--- src/sv/rational_arithmetic_unit_assert.svh ---
// assertion helpers used by rational_arithmetic_unit.sv
`ifndef RATIONAL_ARITHMETIC_UNIT_ASSERT_SVH
`define RATIONAL_ARITHMETIC_UNIT_ASSERT_SVH

// same-cycle implication
`define RAU_ASSERT(label, clk, rstn, ante, cons) \
    label: assert property (@(posedge clk) disable iff (!(rstn)) (ante) |-> (cons)) \
        else $error("rau assertion failed");

// next-cycle implication
`define RAU_ASSERT_NEXT(label, clk, rstn, ante, cons) \
    label: assert property (@(posedge clk) disable iff (!(rstn)) (ante) |=> (cons)) \
        else $error("rau assertion failed");

`endif

--- src/sv/rau_pkg.sv ---
// ----------------------------------------------------------------------------
// rau_pkg
// shared types, codes and helpers of the rational arithmetic unit
// ----------------------------------------------------------------------------
`timescale 1ns / 1ps
`default_nettype none

package rau_pkg;

    localparam int unsigned WordW = 64;

    localparam logic [3:0] CMD_ADD = 4'd0;
    localparam logic [3:0] CMD_SUB = 4'd1;
    localparam logic [3:0] CMD_MUL = 4'd2;
    localparam logic [3:0] CMD_DIV = 4'd3;
    localparam logic [3:0] CMD_LT  = 4'd4;
    localparam logic [3:0] CMD_GT  = 4'd5;
    localparam logic [3:0] CMD_LE  = 4'd6;
    localparam logic [3:0] CMD_GE  = 4'd7;
    localparam logic [3:0] CMD_EQ  = 4'd8;
    localparam logic [3:0] CMD_NE  = 4'd9;

    localparam logic [1:0] ST_OK       = 2'd0;
    localparam logic [1:0] ST_ZERO_DEN = 2'd1;
    localparam logic [1:0] ST_DIV_ZERO = 2'd2;
    localparam logic [1:0] ST_OVERFLOW = 2'd3;

    typedef enum logic [10:0] {
        S_IDLE  = 11'b00000000001,
        S_GCDL  = 11'b00000000010,
        S_GCDW  = 11'b00000000100,
        S_DIV1L = 11'b00000001000,
        S_DIV1W = 11'b00000010000,
        S_DIV2L = 11'b00000100000,
        S_DIV2W = 11'b00001000000,
        S_MUL1  = 11'b00010000000,
        S_MUL2  = 11'b00100000000,
        S_MUL3  = 11'b01000000000,
        S_FIN   = 11'b10000000000
    } state_t;

    function automatic logic [WordW-1:0] mag64(input logic [WordW-1:0] v);
        return v[WordW-1] ? ({WordW{1'b0}} - v) : v;
    endfunction

endpackage

`default_nettype wire

--- src/sv/rau_div.sv ---
// ----------------------------------------------------------------------------
// rau_div
// restoring unsigned divider, one quotient bit per cycle
// ----------------------------------------------------------------------------
`timescale 1ns / 1ps
`default_nettype none

module rau_div
    import rau_pkg::*;
(
    input  logic             aclk,
    input  logic             aresetn,
    input  logic             start,
    input  logic [WordW-1:0] dividend,
    input  logic [WordW-1:0] divisor,
    output logic             done,
    output logic [WordW-1:0] quotient
);

    logic [WordW-1:0] rem_reg;
    logic [WordW-1:0] quo_reg;
    logic [WordW-1:0] dvs_reg;
    logic [5:0]       cnt_reg;
    logic             busy_reg;
    logic             done_reg;

    logic [WordW:0]   shifted;
    logic [WordW:0]   trial;
    logic             fits;
    logic [WordW-1:0] rem_next;

    always_comb begin
        shifted  = {rem_reg, quo_reg[WordW-1]};
        trial    = shifted - {1'b0, dvs_reg};
        fits     = shifted >= {1'b0, dvs_reg};
        rem_next = fits ? trial[WordW-1:0] : shifted[WordW-1:0];
    end

    always_ff @(posedge aclk) begin
        if (!aresetn) begin
            busy_reg <= 1'b0;
            done_reg <= 1'b0;
        end else begin
            done_reg <= 1'b0;
            if (start) begin
                rem_reg  <= '0;
                quo_reg  <= dividend;
                dvs_reg  <= divisor;
                cnt_reg  <= 6'd0;
                busy_reg <= 1'b1;
            end else if (busy_reg) begin
                rem_reg <= rem_next;
                quo_reg <= {quo_reg[WordW-2:0], fits};
                cnt_reg <= cnt_reg + 6'd1;
                if (cnt_reg == 6'd63) begin
                    busy_reg <= 1'b0;
                    done_reg <= 1'b1;
                end
            end
        end
    end

    assign done     = done_reg;
    assign quotient = quo_reg;

endmodule

`default_nettype wire
--- config.mk ---
export PLATFORM = sky130hd
export DESIGN_NAME = rau_div
export DESIGN_NICKNAME = d
export VERILOG_FILES = /design/src/sv/rational_arithmetic_unit_assert.svh /design/src/sv/rau_pkg.sv /design/src/sv/rau_div.sv
export SDC_FILE = /design/constraint.sdc
export NUM_CORES = 1
export LEC_CHECK = 0
export BUFFER_PORTS_ARGS = -buffer_cell sky130_fd_sc_hd__buf_4
export CAP_MARGIN = 20
export CELL_PAD_IN_SITES_DETAIL_PLACEMENT = 1
export CELL_PAD_IN_SITES_GLOBAL_PLACEMENT = 1
export CORE_MARGIN = 2
export CORE_UTILIZATION = 45
export CTS_CLUSTER_SIZE = 30
export DETAILED_ROUTE_END_ITERATION = 8
export MAX_ROUTING_LAYER = met4
export PLACE_DENSITY = 0.88
export SETUP_SLACK_MARGIN = 0.2
export SYNTH_ARGS = -nofsm -noshare
export SYNTH_HDL_FRONTEND = slang
export SYNTH_SLANG_ARGS = --single-unit
--- constraint.sdc ---
create_clock -name aclk -period 11.5 [get_ports aclk]
set_clock_uncertainty 0.15 [all_clocks]
set_input_delay 2.875 -clock aclk [delete_from_list [all_inputs] [get_ports aclk]]
set_output_delay 2.875 -clock aclk [all_outputs]
set_load 0.05 [all_outputs]
==> flow_metrics.tcl <==
set metrics [dict create \
    num_vias 9461 \
    io_buffers 195 \
    seq_area_frac_synth_pct 50.15 \
    syn-cell-area_um2 11940 \
    ys_types 70 \
    p_per_area_nw_per_um2 153.9 \
    cts_max_path_buffers 2 \
    diodes 0 \
    outcome "complete, no violations" \
    synth_commonest_cells "198 x edfxtp_1, 151 x nand2_1, 125 x a21oi_1" \
    die_area_um2 27840 \
    crit_path_max_fanout 67 \
    ir_drop_uv 107.9 \
    worst_pin_slew_ns 0.9417 \
    finalWirelength_mm 34.12 \
    synth.most_common_cell "edfxtp_1" \
    synth_flop_cell "edfxtp_1" \
    clkSinkCount 200 \
    hold_viol 0 \
    worstSetupEndpointType "flop" \
    finalCriticalPeriod_ns 5.078 \
    yosys.area.top_type "edfxtp_1" \
    synthCells 1135 \
    cp-start-kind "input port" \
    place_congestion 0.8779 \
    report.final.slew_viol_count 0 \
    cap_viol_max_count 0 \
    drc 0 \
    cts_hold_buf 0 \
    drt.antenna.violating_nets 0 \
    critical_path_class "in -> reg" \
    dr.pass1.iters 5 \
    synth_nets 1332 \
    setup_ws_ns 6.422 \
    cts_setup_buffers 0 \
    cts_tree "done" \
    clockRootBuffer "clkbuf_16" \
    start_util_pct 45.81 \
    grt_max_degree 77 \
    core_um2 26060 \
    die_w_um 166.9 \
    async_flop_share_pct 0 \
    avgSynthCellArea_um2 10.52 \
    gr-total-overflow 0 \
    arrival_ns 5.06 \
    synth_edf_count 198 \
    grt_pass1_wl_mm 54.52 \
    p_leak_nw 5.872 \
    via_per_inst 5.758 \
    cts_resized 0 \
    rsz0062_at_grt "no" \
    synth_top_area_share_pct 49.81 \
    wl_per_cell_um 20.77 \
    fin_nets 1492 \
    yosysWarnings 0 \
    netlist_top_cells_area "edfxtp_1 50%, ha_1 6.8%, mux2_2 6.0%, a21oi_1 5.2%, nand2_1 4.7%" \
    fp-row-count 59 \
    antenna_found_initial 0 \
    finalSetupViolCount 0 \
    worstSkewPairLatency_ns 0.47 \
    first_global_vias 10110 \
    first_iter_violations 461 \
    fin_crit_sh_pct 44.16 \
    max_freq_mhz 196.9 \
    groute.usage.overall_pct 25.48 \
    worstPathRequired_ns 11.48 \
    cts_max_level 4 \
    cts.reportedPaths.clkPinSlew_ns 0.09 \
    cts_made_buffers 17 \
    slew_headroom_pct 37.22 \
    post-place-ws_ns 5.921 \
    final.setup.tns_ns 0 \
    hold_path.class "reg -> reg" \
    drive_gt1_share_pct 24.31 \
    area_delta_synth_final_pct 19.38 \
    synth-seq-cells 200 \
    die_y_um 166.9 \
    ios 196 \
    place_hpwl_mm 24.37 \
]
metrics by stage:
| step | power, mW | instances | utilization, % | instance area, um^2 | hold slack [ns] |
|---|---|---|---|---|---|
| after floorplan | 1.384 | 1135 | - | 11940 | 0.2656 |
| after global placement | 1.539 | 1610 | 52.23 | 13610 | 0.3049 |
| after detailed placement | 1.563 | 1611 | 52.34 | 13640 | 0.3360 |
| after CTS | 2.201 | 1643 | 54.68 | 14250 | 0.3733 |
| after global routing | 2.297 | 1643 | 54.68 | 14250 | 0.3857 |
| final | 2.194 | 1643 | 54.68 | 14250 | 0.3749 |
cell usage in the layout (no fill, tap or decap), types with 8 or more instances in the layout:
| cell type | count |
|---|---|
| nor2_1 | 54 |
| nand4_1 | 19 |
| buf_4 | 199 |
| mux2_2 | 64 |
| xor2_1 | 23 |
| xnor2_1 | 37 |
| clkbuf_16 | 17 |
| o21bai_1 | 18 |
| nand2_1 | 150 |
| o21ai_0 | 34 |
| a21o_1 | 26 |
| a21oi_1 | 125 |
| inv_1 | 88 |
| nand3_1 | 26 |
| ha_1 | 65 |
| and3_1 | 8 |
| a211oi_1 | 20 |
| edfxtp_1 | 198 |
| nor3_1 | 11 |
layer usage:
| layer | track usage [%] | share of wire, % | vias up |
|---|---|---|---|
| met2 | 42.46 | 50 | 266 |
| met5 | - | 0 | - |
| li1 | - | - | 4464 |
| met4 | 8.696 | 2.5 | 0 |
| met1 | 30.42 | 42 | 4664 |
| met3 | 5.941 | 5.8 | 67 |
power by group:
part           internal, mW  switching, mW
logic                 0.248          0.397
clock network         0.298          0.337
registers             0.880         0.0339
total                  1.43          0.768
critical path, cell delays in order:
cell and delay [ns]:
buf_4 0.59, o21a_4 0.68, buf_4 0.46, buf_16 0.35
cell type report:
| cell class | instances | area [um^2] |
|---|---|---|
| Sequential cell | 200 | 5986 |
| Clock inverter | 14 | 182.7 |
| Multi-Input combinational cell | 788 | 5381 |
| Timing Repair Buffer | 200 | 1521 |
| Inverter | 88 | 330.3 |
| Clock buffer | 18 | 429.2 |
| Tap cell | 335 | 419.2 |
| Fill cell | 2880 | 11810 |
logic make-up after synthesis:
group	count (synthesis)	synth area share, %
DFF	200	50.15
and+or+nand+nor	315	12.10
xor gates and xnor gates	60	4.402
muxes	64	6.038
AOI/OAI and AO/OA	283	15.47
adders and majority gates	66	6.981
buffers and inverters	147	4.864
path summary, 6_finish.rpt:
check | startpoint | endpoint | slack, ns | depth (start not counted)
setup / recovery | start | rem_reg[23] | 6.42 | 4
hold / removal | busy_reg | done | 0.37 | 2
setup reg to reg | quotient[63] | rem_reg[56] | 7.04 | 14
hold reg to reg | busy_reg | done | 0.37 | 2
Note: power is estimated with default switching activity, not from simulation.
