--- config.mk ---
export PLATFORM = sky130hd
export DESIGN_NAME = rau_gcd
export DESIGN_NICKNAME = d
export VERILOG_FILES = /design/src/sv/rational_arithmetic_unit_assert.svh /design/src/sv/rau_pkg.sv /design/src/sv/rau_gcd.sv
export SDC_FILE = /design/constraint.sdc
export NUM_CORES = 1
export LEC_CHECK = 0
export ABC_AREA = 1
export BUFFER_PORTS_ARGS = -buffer_cell sky130_fd_sc_hd__buf_2
export CORE_UTILIZATION = 40
export CTS_BUF_LIST = sky130_fd_sc_hd__clkbuf_4 sky130_fd_sc_hd__clkbuf_8 sky130_fd_sc_hd__clkbuf_16
export CTS_CLUSTER_SIZE = 30
export DETAILED_ROUTE_END_ITERATION = 8
export GPL_ROUTABILITY_DRIVEN = 0
export GPL_TIMING_DRIVEN = 0
export SETUP_SLACK_MARGIN = 0.1
export SKIP_CTS_REPAIR_TIMING = 1
export SLEW_MARGIN = 0
export SYNTH_ARGS = -nofsm -noshare
export SYNTH_HDL_FRONTEND = slang
export SYNTH_SLANG_ARGS = --single-unit
export TNS_END_PERCENT = 5
--- constraint.sdc ---
create_clock -name aclk -period 16.2 [get_ports aclk]
set_clock_uncertainty 0.15 [all_clocks]
set_input_delay 1.62 -clock aclk [delete_from_list [all_inputs] [get_ports aclk]]
set_output_delay 1.62 -clock aclk [all_outputs]
set_load 0.05 [all_outputs]
--- src/sv/rational_arithmetic_unit_assert.svh ---
// assertion helpers used by rational_arithmetic_unit.sv
`ifndef RATIONAL_ARITHMETIC_UNIT_ASSERT_SVH
`define RATIONAL_ARITHMETIC_UNIT_ASSERT_SVH

// same-cycle implication
`define RAU_ASSERT(label, clk, rstn, ante, cons) \
    label: assert property (@(posedge clk) disable iff (!(rstn)) (ante) |-> (cons)) \
        else $error("rau assertion failed");

// next-cycle implication
`define RAU_ASSERT_NEXT(label, clk, rstn, ante, cons) \
    label: assert property (@(posedge clk) disable iff (!(rstn)) (ante) |=> (cons)) \
        else $error("rau assertion failed");

`endif

--- src/sv/rau_pkg.sv ---
// ----------------------------------------------------------------------------
// rau_pkg
// shared types, codes and helpers of the rational arithmetic unit
// ----------------------------------------------------------------------------
`timescale 1ns / 1ps
`default_nettype none

package rau_pkg;

    localparam int unsigned WordW = 64;

    localparam logic [3:0] CMD_ADD = 4'd0;
    localparam logic [3:0] CMD_SUB = 4'd1;
    localparam logic [3:0] CMD_MUL = 4'd2;
    localparam logic [3:0] CMD_DIV = 4'd3;
    localparam logic [3:0] CMD_LT  = 4'd4;
    localparam logic [3:0] CMD_GT  = 4'd5;
    localparam logic [3:0] CMD_LE  = 4'd6;
    localparam logic [3:0] CMD_GE  = 4'd7;
    localparam logic [3:0] CMD_EQ  = 4'd8;
    localparam logic [3:0] CMD_NE  = 4'd9;

    localparam logic [1:0] ST_OK       = 2'd0;
    localparam logic [1:0] ST_ZERO_DEN = 2'd1;
    localparam logic [1:0] ST_DIV_ZERO = 2'd2;
    localparam logic [1:0] ST_OVERFLOW = 2'd3;

    typedef enum logic [10:0] {
        S_IDLE  = 11'b00000000001,
        S_GCDL  = 11'b00000000010,
        S_GCDW  = 11'b00000000100,
        S_DIV1L = 11'b00000001000,
        S_DIV1W = 11'b00000010000,
        S_DIV2L = 11'b00000100000,
        S_DIV2W = 11'b00001000000,
        S_MUL1  = 11'b00010000000,
        S_MUL2  = 11'b00100000000,
        S_MUL3  = 11'b01000000000,
        S_FIN   = 11'b10000000000
    } state_t;

    function automatic logic [WordW-1:0] mag64(input logic [WordW-1:0] v);
        return v[WordW-1] ? ({WordW{1'b0}} - v) : v;
    endfunction

endpackage

`default_nettype wire

--- src/sv/rau_gcd.sv ---
// ----------------------------------------------------------------------------
// rau_gcd
// binary gcd engine, one shift or subtract per cycle
// ----------------------------------------------------------------------------
`timescale 1ns / 1ps
`default_nettype none

module rau_gcd
    import rau_pkg::*;
(
    input  logic             aclk,
    input  logic             aresetn,
    input  logic             start,
    input  logic [WordW-1:0] a_in,
    input  logic [WordW-1:0] b_in,
    output logic             done,
    output logic [WordW-1:0] result
);

    logic [WordW-1:0] x_reg;
    logic [WordW-1:0] y_reg;
    logic [5:0]       k_reg;
    logic             busy_reg;
    logic             done_reg;
    logic [WordW-1:0] res_reg;

    always_ff @(posedge aclk) begin
        if (!aresetn) begin
            busy_reg <= 1'b0;
            done_reg <= 1'b0;
        end else begin
            done_reg <= 1'b0;
            if (start) begin
                x_reg    <= a_in;
                y_reg    <= b_in;
                k_reg    <= 6'd0;
                busy_reg <= 1'b1;
            end else if (busy_reg) begin
                if (x_reg == '0 || y_reg == '0) begin
                    res_reg  <= (x_reg | y_reg) << k_reg;
                    busy_reg <= 1'b0;
                    done_reg <= 1'b1;
                end else if (!x_reg[0] && !y_reg[0]) begin
                    // common factor of two
                    x_reg <= x_reg >> 1;
                    y_reg <= y_reg >> 1;
                    k_reg <= k_reg + 6'd1;
                end else if (!x_reg[0]) begin
                    x_reg <= x_reg >> 1;
                end else if (!y_reg[0]) begin
                    y_reg <= y_reg >> 1;
                end else if (x_reg >= y_reg) begin
                    x_reg <= x_reg - y_reg;
                end else begin
                    y_reg <= y_reg - x_reg;
                end
            end
        end
    end

    assign done   = done_reg;
    assign result = res_reg;

endmodule

`default_nettype wire

==> metrics.json, run 1 <==
{
  "critical_path": {
    "timing.critical_path.from": "x_reg[0]",
    "worst_setup_path_start_kind": "flop",
    "critical-path-top-cell-by-count": "nor2_2",
    "crit_path_cell_trace": "inv_1, ha_1, nor2_2, clkinv_1, nor2_2, clkbuf_1, nand4_1, a21oi_1",
    "crit-reg2reg-capture": "x_reg[35]",
    "cp_data_required_time_ns": 16.44,
    "peak_fanout_along_the_critical_path": 10,
    "maximum_cell_stage_delay_along_the_critical_path_ns": 0.83,
    "critical_r2r_launch": "x_reg[0]",
    "critical_path.endpoint_type": "flop",
    "timing.critical_path.to": "x_reg[35]",
    "critical_path_class": "flop to flop",
    "r2r_cell_count": 8,
    "cp_data_arrival_time_ns": 5.18,
    "slowest_stage": "clkinv_1",
    "reg2reg_setup_slack_ns": 11.26
  },
  "job": {
    "max_cap_viol_count": 0
  },
  "layout": {
    "design_area_um2": 27680,
    "multiInputGateArea_um2": 15790,
    "layout-drive-gt1-share": 0.08849,
    "fillers": 6829,
    "area_growth_from_synthesis_to_layout_pct": 11.17,
    "final_core_util": 0.4493,
    "nets": 4664,
    "storage_cell_area_um2": 5986,
    "finish.cell_count_without_fillers": 5190
  },
  "synthesis": {
    "postSynthNetCount": 4443,
    "post_synth_mux_area_share": 0.02131,
    "yosys.area.top_type_share": 0.2388,
    "synth_area_in_compound_gates": 0.1362,
    "synth.top_cells.by_area": "edfxtp_1 24%, nand2_1 20%, inv_1 9.8%",
    "ys_warn_count": 0,
    "synth-async-reset-ratio": 0,
    "synth-main-ff-cell": "edfxtp_1",
    "synth_cell_types": 48,
    "synth_most_common_cell": "nand2_1",
    "synth-seq-cells": 200,
    "cell_area_after_synthesis_um2": 24900,
    "post_synth_fa_ha_maj_area_fraction": 0.09860,
    "yosys-top-cells-count": "1319 x nand2_1, 653 x inv_1, 478 x nor2_1",
    "synth_edf_count": 198,
    "post_synth_inst_count": 4117,
    "seq_area_frac_synth": 0.2404,
    "synth_xor_area_frac": 0.02322,
    "synth_simple_gate_area_share": 0.3540,
    "postSynthAreaPerCell_um2": 6.047,
    "synth_top_area_cell": "edfxtp_1",
    "synth_top_family_by_area": "simple AND/OR/NAND/NOR gates"
  },
  "die": {
    "ios": 196,
    "die_w_um": 251.5,
    "chipHeight_um": 251.5,
    "rows": 91,
    "floorplan.core_area_um2": 61600,
    "effective_utilization_at_floorplan": 0.4042,
    "dieArea_um2": 63240
  },
  "routing": {
    "dr_total_vias": 28340,
    "wl_mm": 116.2,
    "detailedRoute.firstIterationViolations": 3289,
    "vias_per_cell": 5.460,
    "drtPass1Iterations": 7,
    "post_drt_antenna_nets": 0,
    "detail_route.drc_violations": 0,
    "drt-wirelength-per-cell_um": 22.40
  },
  "worst_hold_path": {
    "worst_hold_path_type": "flop to flop"
  },
  "timing": {
    "fin_hold_ws_ns": 0.4275,
    "slew_headroom": 0.1981,
    "max_slew.worst_pin.slew_ns": 1.192,
    "max_freq_ghz": 0.2024,
    "grt_setup_unrepaired": "false",
    "report.final.hold_viol_count": 0,
    "post-route-worst-setup-slack_ns": 11.26,
    "setup_violations": 0,
    "fin_crit_sh": 0.3050,
    "setup-tns-final_ns": 0,
    "final_max_slew_viol_count": 0,
    "timing.final.crit_period_ns": 4.942
  },
  "grt": {
    "groute.usage.overall": 0.3651,
    "grt_antenna_before_repair": 5,
    "grt_max_degree": 34,
    "vias_in_the_first_global_route": 26510,
    "grt_remaining_overflow": 0,
    "grt_pass1_wl_mm": 167.3
  },
  "power": {
    "ir_drop_mv": 0.1138,
    "power_per_cell_area_nw_per_um2": 99.65,
    "total_power_mw": 2.758,
    "power.static_leakage_nw": 14.12
  },
  "clock_network": {
    "clk_root_buf": "clkbuf_16",
    "cts_tree": "built",
    "cts.htree.levels": 4,
    "buffers_from_clock_root_to_sink_at_most": 2,
    "cts_num_sinks": 200,
    "clkSlewWorstSetupHoldPaths_ns": 0.09,
    "cts-buffers-inserted": 17,
    "clock_insertion_delay_at_the_later_pin_of_the_skew_report_ns": 0.54
  },
  "place": {
    "port_buffers": 194,
    "dpl.hpwl_mm": 97.96,
    "placed_standard_cell_area_um2": 27050,
    "place.detailed.instances": 5156,
    "minimum_setup_slack_after_placement_ns": 11.23
  },
  "run_status": {
    "status": "finished clean"
  }
}
## layer usage
| layer | part of all wire | wire, um | track usage |
|---|---|---|---|
| met3 | 0.12 | 13500 | 0.08986 |
| met5 | 0.00036 | 42 | 0 |
| met1 | 0.38 | 44130 | 0.4455 |
| met2 | 0.42 | 49090 | 0.5593 |
| met4 | 0.082 | 9490 | 0.2664 |
## power by group
part / leakage (nW) / internal, mW / switching (mW) / total, mW
combinational: 12.0 / 0.430 / 1.16 / 1.59
sequential: 1.86 / 0.637 / 0.0583 / 0.695
clock: 0.296 / 0.212 / 0.265 / 0.477
total: 14.1 / 1.28 / 1.48 / 2.76
## placed cells by master, fill, tap and decap left out, types with 9 or more instances in the layout
master     count
xor2_1        64
nand3_1      179
o22ai_1       10
inv_1        653
buf_2        218
nor4_1        28
clkbuf_1      79
o21ai_0      267
a21oi_2       11
o211ai_1      25
edfxtp_1     198
nand4_1       46
nor2_2        21
o21ai_1       19
nand2_2       19
inv_2         23
clkbuf_16     17
or2_2         20
nor3_1        21
o21bai_1      16
a21oi_1      272
buf_6         11
ha_1         193
nor2_4         9
nand2_1     1318
mux2i_1       53
nor2_1       478
buf_1         15
## worst min-delay path by stage
stage                  start        to  slack, ns  cells past startpoint
floorplan           busy_reg      done       0.32                      2
global placement    busy_reg  busy_reg       0.38                      2
detailed placement  busy_reg  busy_reg       0.41                      2
CTS                 busy_reg  busy_reg       0.42                      2
global route        busy_reg  busy_reg       0.46                      2
finish              busy_reg  busy_reg       0.43                      2
## final cells by class
| class | count | area share |
|---|---|---|
| Sequential cell | 200 | 0.2163 |
| Buffer | 129 | 0.02102 |
| Antenna cell | 2 | 0.0001808 |
| Multi-Input combinational cell | 3106 | 0.5705 |
| Clock inverter | 15 | 0.007097 |
| Timing Repair Buffer | 202 | 0.03915 |
| Inverter | 682 | 0.09254 |
| Tap cell | 837 | 0.03784 |
| Clock buffer | 17 | 0.01537 |
## worst max-delay path: cells and delay by family (launching register included)
kind	cells	cell delay (ns)
DFF	1	0.51
and+or+nand+nor	3	1.83
AOI/OAI and AO/OA	1	0.25
adders and majority gates	1	0.35
buffers and inverters	3	1.69
## cell families (layout without fill, tap and decap cells)
logic type                 after synthesis  in the layout
buffers and inverters                  811           1045
and+or+nand+nor                       2155           2155
adders and majority gates              195            195
DFF                                    200            200
xor gates and xnor gates                66             66
other                                    0              2
AOI/OAI and AO/OA                      637            637
muxes                                   53             53
Note: power is estimated with default switching activity, not from simulation.
==> run 2, diff against run 1 <==
==> constraint.sdc (replaced) <==
create_clock -name aclk -period 4.15 [get_ports aclk]
set_clock_uncertainty 0.15 [all_clocks]
set_input_delay 0.415 -clock aclk [delete_from_list [all_inputs] [get_ports aclk]]
set_output_delay 0.415 -clock aclk [all_outputs]
set_load 0.05 [all_outputs]
==> run 2 against run 1 <==
Non-clock buffer count is 8 higher; wire length up 1.1%; final cell count is 0.19% higher; die area stayed put; critical endpoint is now y_reg[60]; critical path depth is 8 higher; via count grew 1.0%; utilization up 0.38 points; critical path type unchanged.
==> metrics.json, run 2 (synthesis results as in run 1) <==
{
  "run_status": {
    "status": "finished clean"
  },
  "clock_network": {
    "clkSlewWorstSetupHoldPaths_ns": 0.09,
    "cts-buffers-inserted": 17,
    "buffers_from_clock_root_to_sink_at_most": 2,
    "cts.htree.levels": 4,
    "cts_tree": "built",
    "clk_root_buf": "clkbuf_16",
    "clock_insertion_delay_at_the_later_pin_of_the_skew_report_ns": 0.53,
    "cts_num_sinks": 200
  },
  "grt": {
    "grt_remaining_overflow": 0,
    "groute.usage.overall": 0.3660,
    "grt_max_degree": 34,
    "grt_antenna_before_repair": 7,
    "vias_in_the_first_global_route": 26650,
    "grt_pass1_wl_mm": 167.8
  },
  "critical_path": {
    "cp_data_required_time_ns": 4.29,
    "peak_fanout_along_the_critical_path": 5,
    "worst_setup_path_start_kind": "flop",
    "cp_data_arrival_time_ns": 4.20,
    "critical_path_class": "flop to flop",
    "critical_path.endpoint_type": "flop"
  },
  "power": {
    "power_per_cell_area_nw_per_um2": 389.0,
    "total_power_mw": 10.86,
    "power.static_leakage_nw": 14.20,
    "ir_drop_mv": 0.4000
  },
  "timing": {
    "setup_violations": 0,
    "grt_setup_unrepaired": "false",
    "report.final.hold_viol_count": 0,
    "max_freq_ghz": 0.2464,
    "timing.final.crit_period_ns": 4.058,
    "fin_crit_sh": 0.9779,
    "slew_headroom": 0.1998,
    "max_slew.worst_pin.slew_ns": 1.189,
    "final_max_slew_viol_count": 0
  },
  "layout": {
    "area_growth_from_synthesis_to_layout_pct": 12.11,
    "nets": 4674,
    "most_common_cell_after_layout_fill_and_taps_aside": "nand2_1",
    "layout-drive-gt1-share": 0.09310,
    "fillers": 6902,
    "most-common-layout-cells": "1318 x nand2_1, 650 x inv_1, 478 x nor2_1, 272 x a21oi_1, 266 x o21ai_0",
    "finish.cell_count_without_fillers": 5200
  },
  "routing": {
    "detail_route.drc_violations": 0,
    "drtPass1Iterations": 6,
    "wl_mm": 117.5,
    "post_drt_antenna_nets": 0,
    "dr_total_vias": 28630,
    "vias_per_cell": 5.505,
    "detailedRoute.firstIterationViolations": 3541,
    "drt-wirelength-per-cell_um": 22.60
  },
  "die": {
    "effective_utilization_at_floorplan": 0.4042,
    "chipHeight_um": 251.5,
    "die_w_um": 251.5,
    "dieArea_um2": 63240,
    "floorplan.core_area_um2": 61600,
    "rows": 91,
    "ios": 196
  },
  "place": {
    "dpl.hpwl_mm": 98.00,
    "place.detailed.instances": 5154,
    "port_buffers": 194
  },
  "job": {
    "max_cap_viol_count": 0
  },
  "worst_hold_path": {
    "worst_hold_path_type": "primary input to flop"
  }
}
[run 2: changes by cell type in the layout (fill, tap and decap cells not counted), moves of 2 or more]
cell	previous run	this run
buf_4	5	12
buf_6	11	7
buf_16	0	3
inv_1	653	650
clkbuf_1	79	77
clkbuf_2	0	2
clkinvlp_4	1	3
nand2_8	0	2
[run 2: layer usage]
layer,global-route usage,part of all wire,vias up
met5,0,0.00022,-
met4,0.2704,0.084,4
met3,0.08594,0.12,404
met2,0.5581,0.42,1723
met1,0.4500,0.38,13020
li1,-,-,13480
[run 2: worst max-delay path, cell delays in order (launching register included)]
cell and delay (ns):
edfxtp_1 0.48, inv_1 0.29, ha_1 0.28, inv_1 0.12, fa_1 0.49, inv_1 0.25
o21ai_2 0.21, nand2_1 0.10, nand3_1 0.34, nand2_1 0.18, nand3_1 0.33, nand2_1 0.28
nand2_1 0.08, nand2_1 0.07, nand2_1 0.05, nand2_1 0.06, a21oi_1 0.06
[run 2: power by group]
group | switching, mW | total [mW] | internal (mW)
registers | 0.219 | 2.71 | 2.49
logic | 4.58 | 6.30 | 1.72
clock network | 1.02 | 1.85 | 0.828
total | 5.82 | 10.9 | 5.04
[run 2: path summary, 6_finish.rpt]
path / from / slack [ns] / endpoint / cells past startpoint
max: y_reg[0] / 0.09 / y_reg[60] / 16
min: b_in[63] / 0.04 / y_reg[63] / 3
max reg2reg: y_reg[0] / 0.09 / y_reg[60] / 16
min reg2reg: busy_reg / 0.47 / busy_reg / 2
[run 2: area by class of cell]
cell class	instances	area (um2)	share of cell area
well taps	837	1047	0.03752
flip-flops and latches	200	5986	0.2145
diodes	2	5.005	0.0001793
plain buffers	129	584.3	0.02093
inverters	682	2572	0.09216
multi-input cells	3108	15880	0.5690
clock buffers	17	425.4	0.01524
repair buffers	210	1209	0.04330
clock inverters	15	200.2	0.007172
[run 2: through the flow]
| step | setup slack, ns | area, um2 | TNS, ns | hold slack, ns | utilization |
|---|---|---|---|---|---|
| floorplan | -0.04394 | 24920 | -2.768 | 0.3747 | - |
| global placement | -1.902 | 26940 | -260.85 | 0.4316 | 0.4373 |
| detailed placement | -0.5697 | 27070 | -35.67 | 0.4415 | 0.4395 |
| CTS | -0.5828 | 27700 | -38.78 | 0.005224 | 0.4497 |
| global route | 0.1170 | 27910 | 0 | 0.03308 | 0.4530 |
| finish | 0.09161 | 27910 | 0 | 0.03515 | 0.4531 |
